===== config.mk =====
export PLATFORM = sky130hd
export DESIGN_NAME = qida_ram
export DESIGN_NICKNAME = d
export VERILOG_FILES = /design/src/queue_id_allocator_with_owner_map_defines.svh /design/src/qida_ram.sv
export SDC_FILE = /design/constraint.sdc
export NUM_CORES = 1
export LEC_CHECK = 0
export ABC_AREA = 1
export BUFFER_PORTS_ARGS = -buffer_cell sky130_fd_sc_hd__buf_2
export CAP_MARGIN = 40
export CORE_ASPECT_RATIO = 1.75
export CORE_MARGIN = 2
export CORE_UTILIZATION = 45
export DETAILED_ROUTE_END_ITERATION = 7
export HOLD_SLACK_MARGIN = 0.02
export PLACE_DENSITY = 0.6
export SETUP_SLACK_MARGIN = 0.4
export SYNTH_ARGS = -nofsm -noshare
export SYNTH_HDL_FRONTEND = slang
export SYNTH_SLANG_ARGS = --single-unit

===== constraint.sdc =====
create_clock -name i_clk -period 1.4 [get_ports i_clk]
set_input_delay 0.14 -clock i_clk [delete_from_list [all_inputs] [get_ports i_clk]]
set_output_delay 0.14 -clock i_clk [all_outputs]
set_load 0.01 [all_outputs]

===== src/queue_id_allocator_with_owner_map_defines.svh =====
// Assertion macros for the RTL file that carries assertions.
// Both expect i_clk and i_rst_n in scope.
`ifndef QUEUE_ID_ALLOCATOR_WITH_OWNER_MAP_DEFINES_SVH
`define QUEUE_ID_ALLOCATOR_WITH_OWNER_MAP_DEFINES_SVH

// same-cycle implication
`define QIDA_ASSERT_NOW(label, ante, cons, msg) \
    label: assert property (@(posedge i_clk) disable iff (!i_rst_n) (ante) |-> (cons)) \
        else $error(msg);

// next-cycle implication
`define QIDA_ASSERT_NEXT(label, ante, cons, msg) \
    label: assert property (@(posedge i_clk) disable iff (!i_rst_n) (ante) |=> (cons)) \
        else $error(msg);

`endif


===== src/qida_ram.sv =====
module qida_ram #(
    parameter int WIDTH = 8,
    parameter int DEPTH = 128
) (
    input  logic                     i_clk,
    input  logic                     i_we,
    input  logic [$clog2(DEPTH)-1:0] i_waddr,
    input  logic [WIDTH-1:0]         i_wdata,
    input  logic [$clog2(DEPTH)-1:0] i_raddr,
    output logic [WIDTH-1:0]         o_rdata
);

    logic [WIDTH-1:0] r_mem [DEPTH];
    logic [WIDTH-1:0] r_rdata;

    always_ff @(posedge i_clk) begin
        if (i_we) begin
            r_mem[i_waddr] <= i_wdata;
        end
        r_rdata <= r_mem[i_raddr];
    end

    assign o_rdata = r_rdata;

endmodule


; ---- Word level (Yosys, flattened, before mapping)
; Memories as Yosys holds them, arrays and structs flattened. A register that Yosys moved wholly into a read port is not among the register bits.
; Index checks and enable logic that the tools add are counted.
[totals]
reg_bits = 0
latchBits = 0
mem_bits_rw = 1024
romBits = 0
inputBits = 24
out_inout_bits = 8
elab_cells = 3
mem_count = 1
[classes]
addsub = 0
mul = 0
div = 0
n_lt_le_gt_ge = 0
eq_ne = 0
n_shift = 0
mux = 2
bitwise = 0
reduce_logical = 0
[mem_list]
columns = memory, words, word_bits, rd, rd_clocked_by_memory_dff, write_ports, line_no
row1 = r_mem, 128, 8, 1, 1, 1, qida_ram.sv:13  ; logic [WIDTH-1:0] r_mem [DEPTH];
[ops]
columns = op, count
row1 = 2-to-1 mux 1 bit, 2

; ---- Longest topological paths before layout
[depth]
word_depth = 2
mapped_depth = 14
ltp_nobuf = 11

; ---- Worst setup path before layout
; Ideal clock, no wire load.
[synth_timing]
kind = input port to flip-flop
startpoint = input port i_we
endpoint = memory r_mem[105][0] (enable)
setup_time_ns = 0.370
arrival_time_ns = 1.126
required_ns = 1.030
slack_ns = -0.096
cell_stages = 4
path_buffers = 2
path_cell_list = clkbuf_1 > nand2_1 > clkbuf_1 > nor2_1
[synth_between]
elab_chain_len = 2
[synth_lines]
columns = item, line_no
row1 = start: declaration, qida_ram.sv:6  ; input logic i_we,
row2 = 2-to-1 mux 1 bit, qida_ram.sv:17  ; if (i_we) begin
row3 = 2-to-1 mux 1 bit (not written as such), qida_ram.sv:18  ; r_mem[i_waddr] <= i_wdata;
row4 = end: declaration, qida_ram.sv:13
; Every way passes these cells.

==> results.yml <==
status:
  status: "finished, violations left"
  violations: "hold timing"
placed_design:
  gp_congestion: 0.868
  port_buffers: 31
  dp_slack_ns: -0.746
  dp_hpwl_um: 77100
  dp_cells: 4966
  placed_cell_area_sq_um: 46600
global_routing:
  grt_util_all_layers: 0.248
  met1_usage: 0.281
  met3_usage: 0.0338
  gr-total-overflow: 0
  grt_pass1_vias: 28500
  grtUsageMet2: 0.462
  grt_start_max_net_pins: 77
  antenna_found_initial: 2
  grt_pass1_wl_um: 176000
  top_usage_layer: "met2"
finish:
  drive_gt1_frac: 0.222
  syn_to_final_growth_pct: 21.6
  final_common_cell: "nand2_1"
  nets: 3889
  seqCellArea_sq_um: 30900
  multi_input_area_sq_um: 11300
  layout_common_cells: "nand2_1 (1142), edfxtp_1 (1024), nand3_1 (727)"
  fillers: 7646
  stdcell_count: 5136
  final_cell_area_sq_um: 51200
timing:
  setup_viol: 0
  hold_violations: 8
  skew_ns: 0.0203
  maxSlewViolCount: 0
  tightest_slew_ns: 0.505
  tns_ns: 0
  hold_ws_ns: -0.0991
  period_minus_slack_ns: 1.39
  fin_crit_sh: 0.992
  setup_slack_ns: 0.0108
  rsz0062_at_grt: "true"
  slew-limit-headroom: 0.664
  fmax_mhz: 720
route:
  vias_per_cell: 5.49
  drc: 0
  ant_nets: 0
  dr.pass1.iters: 6
  wl_per_cell_um: 23.3
  totalWireLength_um: 119000
  vias: 28200
  drt_iter0_drc: 2579
cts:
  cts_tree: "yes"
  htree_levels: 3
  ctsHoldBuffers: 8
  cts_buffers: 89
  clk_path_buf_depth: 3
  clock_latency_ns: 0.70
  path_clk_slew_ns: 0.07
  post_cts_buffers: 0
  clock-sinks: 1032
  cts_root_buf: "clkbuf_16"
setup_path:
  crit_chain: "nand2_1 > nand3_1 > nand3_2 > nand3_1 > nand2_2 > nand2_1 > nand3_2 > nand2_1 > nand2_2 > nand2_1"
  cp_max_fo: 1
  worstPathArrival_ns: 1.97
  setup.worst_path.start_class: "flip-flop"
  required_ns: 1.98
  crit_top_cell: "nand2_1"
  cp.buffers_inverters: 0
  slowest_delay_ns: 0.37
  crit_slowest_cell: "edfxtp_1"
  critical_path_class: "reg -> reg"
  end_kind: "flip-flop"
  crit_family: "simple AND/OR/NAND/NOR gates"
floorplanning:
  num_rows: 148
  ios: 32
  core_sq_um: 93000
  dieArea_sq_um: 96100
  die_h_um: 409
  start_util: 0.453
  die_x_um: 235
pwr:
  powerDensity_nw_per_um2: 1280
  combPwrFrac: 0.081
  ir_drop_mv: 0.921
  p_clk_frac: 0.396
  p_sw_frac: 0.227
  internal_power_w: 0.0505
  switchingPower_w: 0.0148
  leakage_nw: 18.7
  seq_power_share: 0.523
synth:
  synth_cell_types: 14
  synth_nets: 3599
  yosysSeqAreaShare: 0.734
  synth_cells: 3575
  synth_seq_cells: 1032
  synth.yosys.warnings: 0
  synth_area_sq_um: 42100
  syn-mean-instance-area_sq_um: 11.8
run:
  maxCapViolations: 0
worst_hold_path:
  hp-class: "in -> reg"
-- final timing paths --
kind                     startpoint  cells past startpoint                  to  slack, ns
max reg2reg  r_mem[89][0]$_DFFE_PP_                     10  o_rdata[0]$_DFF_P_       0.01
max          r_mem[89][0]$_DFFE_PP_                     10  o_rdata[0]$_DFF_P_       0.01
min                      i_raddr[6]                      3  o_rdata[1]$_DFF_P_       -0.1
min reg2reg  r_mem[40][5]$_DFFE_PP_                     10  o_rdata[5]$_DFF_P_       0.93
-- sequential cells by signal, indices dropped and copies added (netlist names) --
register / flops
o_rdata: 8
r_mem: 1024
-- cell type report --
class / instances / share of cell area
sequential: 1032 / 0.604
clock buffer: 104 / 0.0452
tap: 1200 / 0.0293
timing repair buffer: 430 / 0.0841
inverter: 24 / 0.00237
clock inverter: 57 / 0.0136
multi-input combinational: 2288 / 0.221
antenna: 1 / 0.0000489
-- worst reg2reg max path: cells and delay by family (launching register included) --
family | cells | cell delay, ns
AND/OR/NAND/NOR | 10 | 0.91
flip-flops | 1 | 0.37
-- power by group through the flow --
stage / logic, W / clock network (W) / registers [W]
2_1_floorplan: 0.00227 / 0 / 0.0348
3_3_place_gp: 0.00477 / 0 / 0.0348
3_5_place_dp: 0.00481 / 0 / 0.0348
4_1_cts: 0.00508 / 0.0262 / 0.0342
5_1_grt: 0.00565 / 0.0273 / 0.0341
6_report: 0.00529 / 0.0259 / 0.0342
-- per-stage QoR --
| step | total power (W) | util |
|---|---|---|
| 2_1_floorplan | 0.0371 | - |
| 3_3_place_gp | 0.0396 | 0.501 |
| 3_5_place_dp | 0.0396 | 0.501 |
| 4_1_cts | 0.0654 | 0.542 |
| 5_1_grt | 0.0671 | 0.551 |
| 6_report | 0.0653 | 0.551 |
-- cell usage after synthesis --
cell / instances / share of area
clkbuf_1: 34 / 0.0030
buf_4: 40 / 0.0071
nand2_1: 1215 / 0.11
buf_2: 121 / 0.014
buf_6: 22 / 0.0059
dfxtp_1: 8 / 0.0038
inv_1: 21 / 0.0019
edfxtp_1: 1024 / 0.73
inv_2: 2 / 0.00018
nor2_1: 134 / 0.012
nand3_1: 931 / 0.11
nor3_1: 8 / 0.00095
inv_8: 1 / 0.00027
buf_1: 14 / 0.0012
-- kinds of logic after synthesis --
kind of cell	Yosys count	share of synthesized area
flip-flops	1032	0.734
buffers and inverters	255	0.0340
AND/OR/NAND/NOR	2288	0.232
-- what timing repair did --
| action | in CTS | in global routing |
|---|---|---|
| cloned | 0 | 0 |
| gates resized for setup | 163 | 169 |
| endpoints found under the setup margin | 36 | 128 |
| pin swaps | 57 | 97 |
| hold endpoints to repair | 409 | 8 |
-- routing by layer --
layer  part of all wire  routed length, um
met3              0.053               6360
met1               0.37              43700
met2               0.54              64000
met4              0.044               5300
met5            0.00011                 13
No activity file was read; power rests on OpenSTA's default activity.
