### config.mk
export PLATFORM = sky130hd
export DESIGN_NAME = qida_scan
export DESIGN_NICKNAME = d
export VERILOG_FILES = /design/src/queue_id_allocator_with_owner_map_defines.svh /design/src/qida_pkg.sv /design/src/qida_scan.sv
export SDC_FILE = /design/constraint.sdc
export NUM_CORES = 1
export LEC_CHECK = 0
export BUFFER_PORTS_ARGS = -buffer_cell sky130_fd_sc_hd__buf_2
export CAP_MARGIN = 15
export CORE_UTILIZATION = 37
export CTS_CLUSTER_DIAMETER = 120
export DETAILED_ROUTE_END_ITERATION = 12
export PLACE_DENSITY_LB_ADDON = 0.25
export SKIP_LAST_GASP = 1
export SYNTH_ARGS = -nofsm -noshare
export SYNTH_HDL_FRONTEND = slang
export SYNTH_SLANG_ARGS = --single-unit
### constraint.sdc
create_clock -name i_clk -period 2.53 [get_ports i_clk]
set_input_delay 0.1265 -clock i_clk [delete_from_list [all_inputs] [get_ports i_clk]]
set_output_delay 0.1265 -clock i_clk [all_outputs]
set_load 0.02 [all_outputs]
### src/queue_id_allocator_with_owner_map_defines.svh
// Assertion macros for the RTL file that carries assertions.
// Both expect i_clk and i_rst_n in scope.
`ifndef QUEUE_ID_ALLOCATOR_WITH_OWNER_MAP_DEFINES_SVH
`define QUEUE_ID_ALLOCATOR_WITH_OWNER_MAP_DEFINES_SVH

// same-cycle implication
`define QIDA_ASSERT_NOW(label, ante, cons, msg) \
    label: assert property (@(posedge i_clk) disable iff (!i_rst_n) (ante) |-> (cons)) \
        else $error(msg);

// next-cycle implication
`define QIDA_ASSERT_NEXT(label, ante, cons, msg) \
    label: assert property (@(posedge i_clk) disable iff (!i_rst_n) (ante) |=> (cons)) \
        else $error(msg);

`endif

### src/qida_pkg.sv
package qida_pkg;

    localparam int CLIENT_W = 31;
    localparam int QID_W    = 7;
    localparam int QCNT_W   = 8;
    localparam int STATUS_W = 2;

    typedef enum logic [1:0] {
        KIND_GET   = 2'd0,
        KIND_FREE  = 2'd1,
        KIND_DISC  = 2'd2,
        KIND_QUERY = 2'd3
    } t_kind;

    typedef enum logic [STATUS_W-1:0] {
        STS_OK         = 2'd0,
        STS_NO_QUEUE   = 2'd1,
        STS_TABLE_FULL = 2'd2,
        STS_NOT_FOUND  = 2'd3
    } t_status;

    // what the shared scan unit is looking for
    typedef enum logic [1:0] {
        SM_CLEAR     = 2'd0,
        SM_FREE_Q    = 2'd1,
        SM_FREE_SLOT = 2'd2,
        SM_FIND      = 2'd3
    } t_scan_mode;

    typedef struct packed {
        logic       start;
        t_scan_mode mode;
    } t_scan_ctl;

    typedef struct packed {
        logic issue;
        logic done;
        logic found;
    } t_scan_sts;

    typedef enum logic [3:0] {
        ST_INIT      = 4'd0,
        ST_CLEAR     = 4'd1,
        ST_IDLE      = 4'd2,
        ST_GET_Q     = 4'd3,
        ST_GET_SLOT  = 4'd4,
        ST_GET_FIND  = 4'd5,
        ST_FREE_FIND = 4'd6,
        ST_DISC_FIND = 4'd7,
        ST_QRY_DATA  = 4'd8
    } t_state;

endpackage

### src/qida_scan.sv
// Shared scan unit: walks addresses 0..limit-1 against registered-read RAMs,
// one address issued per cycle, and stops at the first matching entry.
module qida_scan #(
    parameter int ADDR_W = 8
) (
    input  logic                          i_clk,
    input  logic                          i_rst_n,
    input  qida_pkg::t_scan_ctl           i_ctl,
    input  logic [ADDR_W-1:0]             i_limit,
    input  logic                          i_used_bit,
    input  logic                          i_valid_bit,
    input  logic [qida_pkg::CLIENT_W-1:0] i_client_rd,
    input  logic [qida_pkg::CLIENT_W-1:0] i_client_key,
    output qida_pkg::t_scan_sts           o_sts,
    output logic [ADDR_W-1:0]             o_addr,
    output logic [ADDR_W-1:0]             o_idx
);
    import qida_pkg::*;

    logic              r_run, n_run;
    logic              r_chk_vld, n_chk_vld;
    t_scan_mode        r_mode, n_mode;
    logic [ADDR_W-1:0] r_addr, n_addr;
    logic [ADDR_W-1:0] r_chk_idx, n_chk_idx;
    logic              issue;
    logic              hit;
    logic              chk_hit;
    logic              done;

    always_comb begin
        unique case (r_mode)
            SM_CLEAR:     hit = 1'b0;
            SM_FREE_Q:    hit = !i_used_bit;
            SM_FREE_SLOT: hit = !i_valid_bit;
            SM_FIND:      hit = i_valid_bit && (i_client_rd == i_client_key);
        endcase
    end

    assign issue   = r_run && (r_addr < i_limit);
    assign chk_hit = r_run && r_chk_vld && hit;
    // finished on a hit, or once the last issued word has been checked
    assign done    = r_run && (chk_hit || (!r_chk_vld && !issue));

    always_comb begin
        n_run     = r_run;
        n_chk_vld = r_chk_vld;
        n_mode    = r_mode;
        n_addr    = r_addr;
        n_chk_idx = r_chk_idx;
        if (i_ctl.start) begin
            n_run     = 1'b1;
            n_chk_vld = 1'b0;
            n_mode    = i_ctl.mode;
            n_addr    = '0;
        end else if (done) begin
            n_run     = 1'b0;
            n_chk_vld = 1'b0;
        end else if (r_run) begin
            n_chk_vld = issue;
            n_chk_idx = r_addr;
            if (issue) begin
                n_addr = r_addr + ADDR_W'(1);
            end
        end
    end

    always_ff @(posedge i_clk) begin
        if (!i_rst_n) begin
            r_run     <= 1'b0;
            r_chk_vld <= 1'b0;
            r_mode    <= SM_CLEAR;
        end else begin
            r_run     <= n_run;
            r_chk_vld <= n_chk_vld;
            r_mode    <= n_mode;
        end
    end

    always_ff @(posedge i_clk) begin
        r_addr    <= n_addr;
        r_chk_idx <= n_chk_idx;
    end

    assign o_sts.issue = issue;
    assign o_sts.done  = done;
    assign o_sts.found = chk_hit;
    assign o_addr      = r_addr;
    assign o_idx       = r_chk_idx;

endmodule

; ---- Yosys cells after proc, flatten, opt, wreduce, memory -nomap -nowiden
; Index checks and enable logic that the tools add are counted.
[classes]
n_reduce_logical = 16
order_cmp = 1
mux = 3
eq_ne = 4
bitwise_logic = 3
n_addsub = 1
[op_table]
columns = operator, count
row1 = $eq 31x31->1, 1
row2 = $add 8x1->8 const B, 1
row3 = $lt 8x8->1, 1
row4 = $logic_and 1x1->1, 6
row5 = $reduce_and 3->1, 2
row6 = $eq 2x2->1 const B, 2
row7 = $logic_not 1->1, 4
row8 = $pmux 1 s4, 1
row9 = $not 1->1, 3
row10 = $reduce_or 3->1, 1
row11 = $eq 2x1->1 const B, 1
row12 = $logic_not 2->1, 1
row13 = $mux 1, 2
row14 = $reduce_bool 2->1, 1
row15 = $logic_or 1x1->1, 1
[word_totals]
regBits = 20
word_cells = 33

; ---- Depth between registers and ports, before layout
[logic_depth]
word_depth = 8
mapped_depth = 10
mapped_depth_nobuf = 9

; ---- Worst setup path after synthesis
; Ideal clock, no wire load.
[synth_timing]
path_kind = reg-to-reg
startpoint = register r_addr[2], in the netlist o_addr[2]
endpoint = register r_chk_idx[0], in the netlist o_idx[0], enable pin
setup_ns = 0.383
path_buffers = 0
path_slack_ns = -0.086
t_required_ns = 2.147
arrival_time_ns = 2.232
stages_incl_launch_ff = 7
path_cell_list = dfxtp_1 ha_1 a211oi_2 o21ai_2 a221oi_4 o21ai_0 nor3_1
[synth_between]
elab_chain_len = 8
[synth_lines]
columns = element, line
row1 = "start, declared", qida_scan.sv:23  ; logic [ADDR_W-1:0] r_addr, n_addr;
row2 = "start signal, assigned", qida_scan.sv:80  ; r_addr <= n_addr;
row3 = $lt 8x8->1, qida_scan.sv:39  ; assign issue = r_run && (r_addr < i_limit);
row4 = $logic_and 1x1->1, qida_scan.sv:39
row5 = named net issue, qida_scan.sv:25  ; logic issue;
row6 = $logic_not 1->1, qida_scan.sv:42  ; assign done = r_run && (chk_hit || (!r_chk_vld && !issue));
row7 = $logic_and 1x1->1, qida_scan.sv:42
row8 = $logic_or 1x1->1, qida_scan.sv:42
row9 = $logic_and 1x1->1, qida_scan.sv:42
row10 = $not 1->1 (no line), --
row11 = $reduce_and 3->1 (no line), --
row12 = "end signal, assigned", qida_scan.sv:81  ; r_chk_idx <= n_chk_idx;
row13 = "end, declared", qida_scan.sv:24  ; logic [ADDR_W-1:0] r_chk_idx, n_chk_idx;
; The timed path passes the listed nets, and every way through them passes these cells.
; A chain may end at the register's enable or synchronous reset.

; ---- Worst setup path after layout
[layout_timing]
startpoint = register r_addr[2], in the netlist o_addr[2]
endpoint = register r_addr[7], in the netlist o_addr[7]
[layout_between]
elab_chain_len = 8
[layout_lines]
columns = element, line
row1 = $lt 8x8->1, qida_scan.sv:39
row2 = $logic_and 1x1->1, qida_scan.sv:39
row3 = $logic_not 1->1, qida_scan.sv:42
row4 = $logic_and 1x1->1, qida_scan.sv:42
row5 = $logic_or 1x1->1, qida_scan.sv:42
row6 = $logic_and 1x1->1, qida_scan.sv:42
row7 = $not 1->1 (no line), --
row8 = $reduce_and 3->1 (no line), --
; Parallel ways exist; a longest one is shown, timed or not.

==> qor.csv <==
stage;metric;value;unit
run_status;status;completed;
clock_network;clk root buf;clkbuf_8;
floorplan;IO Pins;96;
placed_design;I/O Buffers;95;
route;DRT antenna net count;0;
power;Switching Power;196;uW
timing;fin crit period;2.36;ns
clock_network;# H-tree levels;1;
route;wire per inst;11.2;um
power;Peak VDD IR;0.000208;V
power;overall power;854;uW
flow_run;number of max-cap violations;0;
global_route;grt ovf;0;
clock_network;Resize count post-CTS;0;
clock_network;TritonCTS clock tree;built;
worst_setup_path;Req. time, crit path;2.72;ns
yosys;Async S/R FF share, synth;0;%
worst_setup_path;CP max FO;8;
worst_setup_path;reg2reg start;o_addr[2]$_SDFFE_PP0P_;
clock_network;clock tree buffer depth;2;
clock_network;Worst-Skew Late Latency;0.26;ns
power;PwrDens;419;nW/um2
timing;Min Hold Slack;0.111;ns
floorplan;Starting Density;39.9;%
route;DRC viols;0;
power;sequential power share;41.0;%
floorplan;Total Die Area;3960;um2
worst_setup_path;R2R setup slack;0.17;ns
route;vias;1408;
route;WL met2;1670;um
hold_path;HP Class;primary input to flop;
placed_design;Final GP Congestion;0.758;
timing;Final Hold Viols;0;
hold_path;min-delay src;i_rst_n;
timing;Max Transition Viols Final;0;
clock_network;Sink Count;20;
final_layout;ANT cells;0;
power;Leakage;0.000979;uW
global_route;GRT Total Usage;17.0;%
placed_design;hpwl dp;2740;um
hold_path;Hold EP;r_run$_SDFFE_PN0P_;
worst_setup_path;R2R Path End;o_addr[7]$_SDFFE_PP0P_;
yosys;Avg Cell Area, Syn;9.60;um2
global_route;number of global-route vias before repair;1349;
yosys;register bit total from synthesis;20;
route;Met1 Wirelength;1330;um
final_layout;multi-input combinational cell area;832;um2
timing;Slew @ Worst Pin;0.353;ns
yosys;Main synth FF type;dfxtp_1;
final_layout;Layout Nets;335;
timing;setup TNS;0;ns
timing;crit share post-route;93.4;%
route;drt first pass iters;4;
worst_setup_path;Setup CP Type;flop to flop;
yosys;Cell Area, Synth;1370;um2
clock_network;CTS Buf Count;3;
power;clock share of power;37.1;%
power;internal power;659;uW
floorplan;die height;62.9;um
route;DRT iter0 DRCs;30;
floorplan;core region area;3440;um2
yosys;synth warn;0;
worst_setup_path;WP data arrival;2.55;ns
final_layout;share of layout cells above drive strength 1;46.6;%
yosys;Post-Syn Instances;143;
floorplan;die width;62.9;um
timing;RSZ-0062 raised after global routing;no;
worst_setup_path;CP endpoint kind;flop;
timing;fmax;423;MHz
timing;final clock skew;0.00163;ns
floorplan;row count;21;
power;combinational share of power;21.8;%
route;DR WL met3;244;um
yosys;Seq/Total Area, Yosys;35.0;%
hold_path;hold depth;2;
worst_setup_path;Setup crit start kind;flop;
final_layout;register area;480;um2
timing;Final setup viols;0;
yosys;Synth cell types;32;
global_route;largest net degree at the start of global routing;16;
timing;Slew HR;76.2;%
power;Sw Ratio;22.9;%
yosys;EDFF count, synth;8;
route;Vias/cell;4.77;
final_layout;P&R area growth vs syn;48.7;%
yosys;Synth Net Count;228;
route;Top Layer Used;met4;
global_route;initial antenna violation count;0;
worst_setup_path;reg2reg path depth;8;
route;final WL;3310;um
global_route;first-pass GRT wire length;5270;um
clock_network;CTS Hold Bufs;0;
clock_network;clock transition at the registers of the reported paths;0.08;ns
final_layout;fillers;293;
logic make-up after synthesis:
| family | share of synthesized area, % |
|---|---|
| AND/OR/NAND/NOR | 16.4 |
| XOR/XNOR | 20.4 |
| AO/OA/AOI/OAI | 13.9 |
| flip-flops | 35.0 |
| buffers and inverters | 4.74 |
| adder cells (fa/ha/maj) | 7.29 |
| multiplexers | 2.19 |
area by class of cell:
class / count / area share (%)
clock buffer: 3 / 2.02
clock inverter: 1 / 1.47
inverter: 9 / 1.66
multi-input combinational: 109 / 40.8
sequential: 20 / 23.5
tap: 46 / 2.82
timing repair buffer: 107 / 27.7
how the worst max path moves through the flow:
stage | startpoint | end | slack, ns | cells after the start
2_1_floorplan | o_addr[2]$_SDFFE_PP0P_ | o_addr[7]$_SDFFE_PP0P_ | 0.1 | 8
3_3_place_gp | o_addr[2]$_SDFFE_PP0P_ | o_addr[5]$_SDFFE_PP0P_ | 0.17 | 8
3_5_place_dp | o_addr[2]$_SDFFE_PP0P_ | o_addr[7]$_SDFFE_PP0P_ | 0.05 | 8
4_1_cts | o_addr[2]$_SDFFE_PP0P_ | o_addr[7]$_SDFFE_PP0P_ | 0.07 | 8
5_1_grt | o_addr[2]$_SDFFE_PP0P_ | o_addr[3]$_SDFFE_PP0P_ | 0.04 | 9
6_report | o_addr[2]$_SDFFE_PP0P_ | o_addr[7]$_SDFFE_PP0P_ | 0.17 | 8
through the flow:
stage                     util [%]  std cells  instance area, um2  setup slack (ns)
after floorplan                  -        143                1380            0.0971
after global placement        56.3        287                1940             0.166
after detailed placement      56.3        287                1940            0.0491
after CTS                     58.9        293                2030            0.0668
after global routing          59.3        295                2040            0.0372
final                         59.3        295                2040             0.166
cell usage in the layout (no fill, tap or decap), types with 2 or more instances in the layout:
master and instances:
a21oi_1 7, inv_1 9, mux2i_1 3, o21a_1 3, nand4_1 8, nor2_1 6, xor2_1 7, buf_4 12
nor2b_1 4, clkbuf_8 3, buf_2 95, o21ai_0 6, edfxtp_1 8, dfxtp_1 12, and2_1 2, nand2_1 3
nand3_1 5, ha_1 8, a21o_1 2, nor4_1 2, or3_1 3, or4_1 3, o31ai_1 3, xnor2_1 25
routing by layer:
metal | vias to the layer above | GRT usage [%]
li1 | 724 | -
met1 | 606 | 18.4
met2 | 72 | 30.9
met3 | 6 | 2.74
met4 | 0 | 9.30
met5 | - | 0
critical path, cell delays in order, from the launching register on:
cell and delay (ns):
dfxtp_1 0.31, ha_1 0.30, a211oi_2 0.28, o21ai_2 0.13, a221oi_4 0.28, and2_1 0.18
a22oi_2 0.11, or4_1 0.53, a21oi_1 0.16
power by group through the flow:
stage	Combinational, uW	Clock, uW	Sequential [uW]
after CTS	185	325	351
final	187	317	351
after global placement	179	0	358
after global routing	206	335	352
after detailed placement	181	0	358
after floorplan	90.4	0	364
cells in the mapped netlist, drive strengths merged, types with 4 or more instances:
cell type  instances  area share (%)
nand4              8             3.6
xnor2             25              16
o21ai              7             2.8
edfxtp             8              18
nor2               6             1.6
dfxtp             12              18
nor2b              4             1.8
a21oi              7             2.6
xor2               7             4.5
buf                4             2.0
ha                 8             7.3
nand3              5             1.8
inv                9             2.5
state kept, by name, indices dropped and copies added, names as in the netlist:
signal,cells
o_addr,8
o_idx,8
r_mode,2
r_chk_vld,1
r_run,1
what timing repair did:
item                       4_1_cts  5_1_grt
setup buffers                    2        2
setup endpoints to repair        3        3
pin swaps                        1        1
No activity file was read; power rests on OpenSTA's default activity.
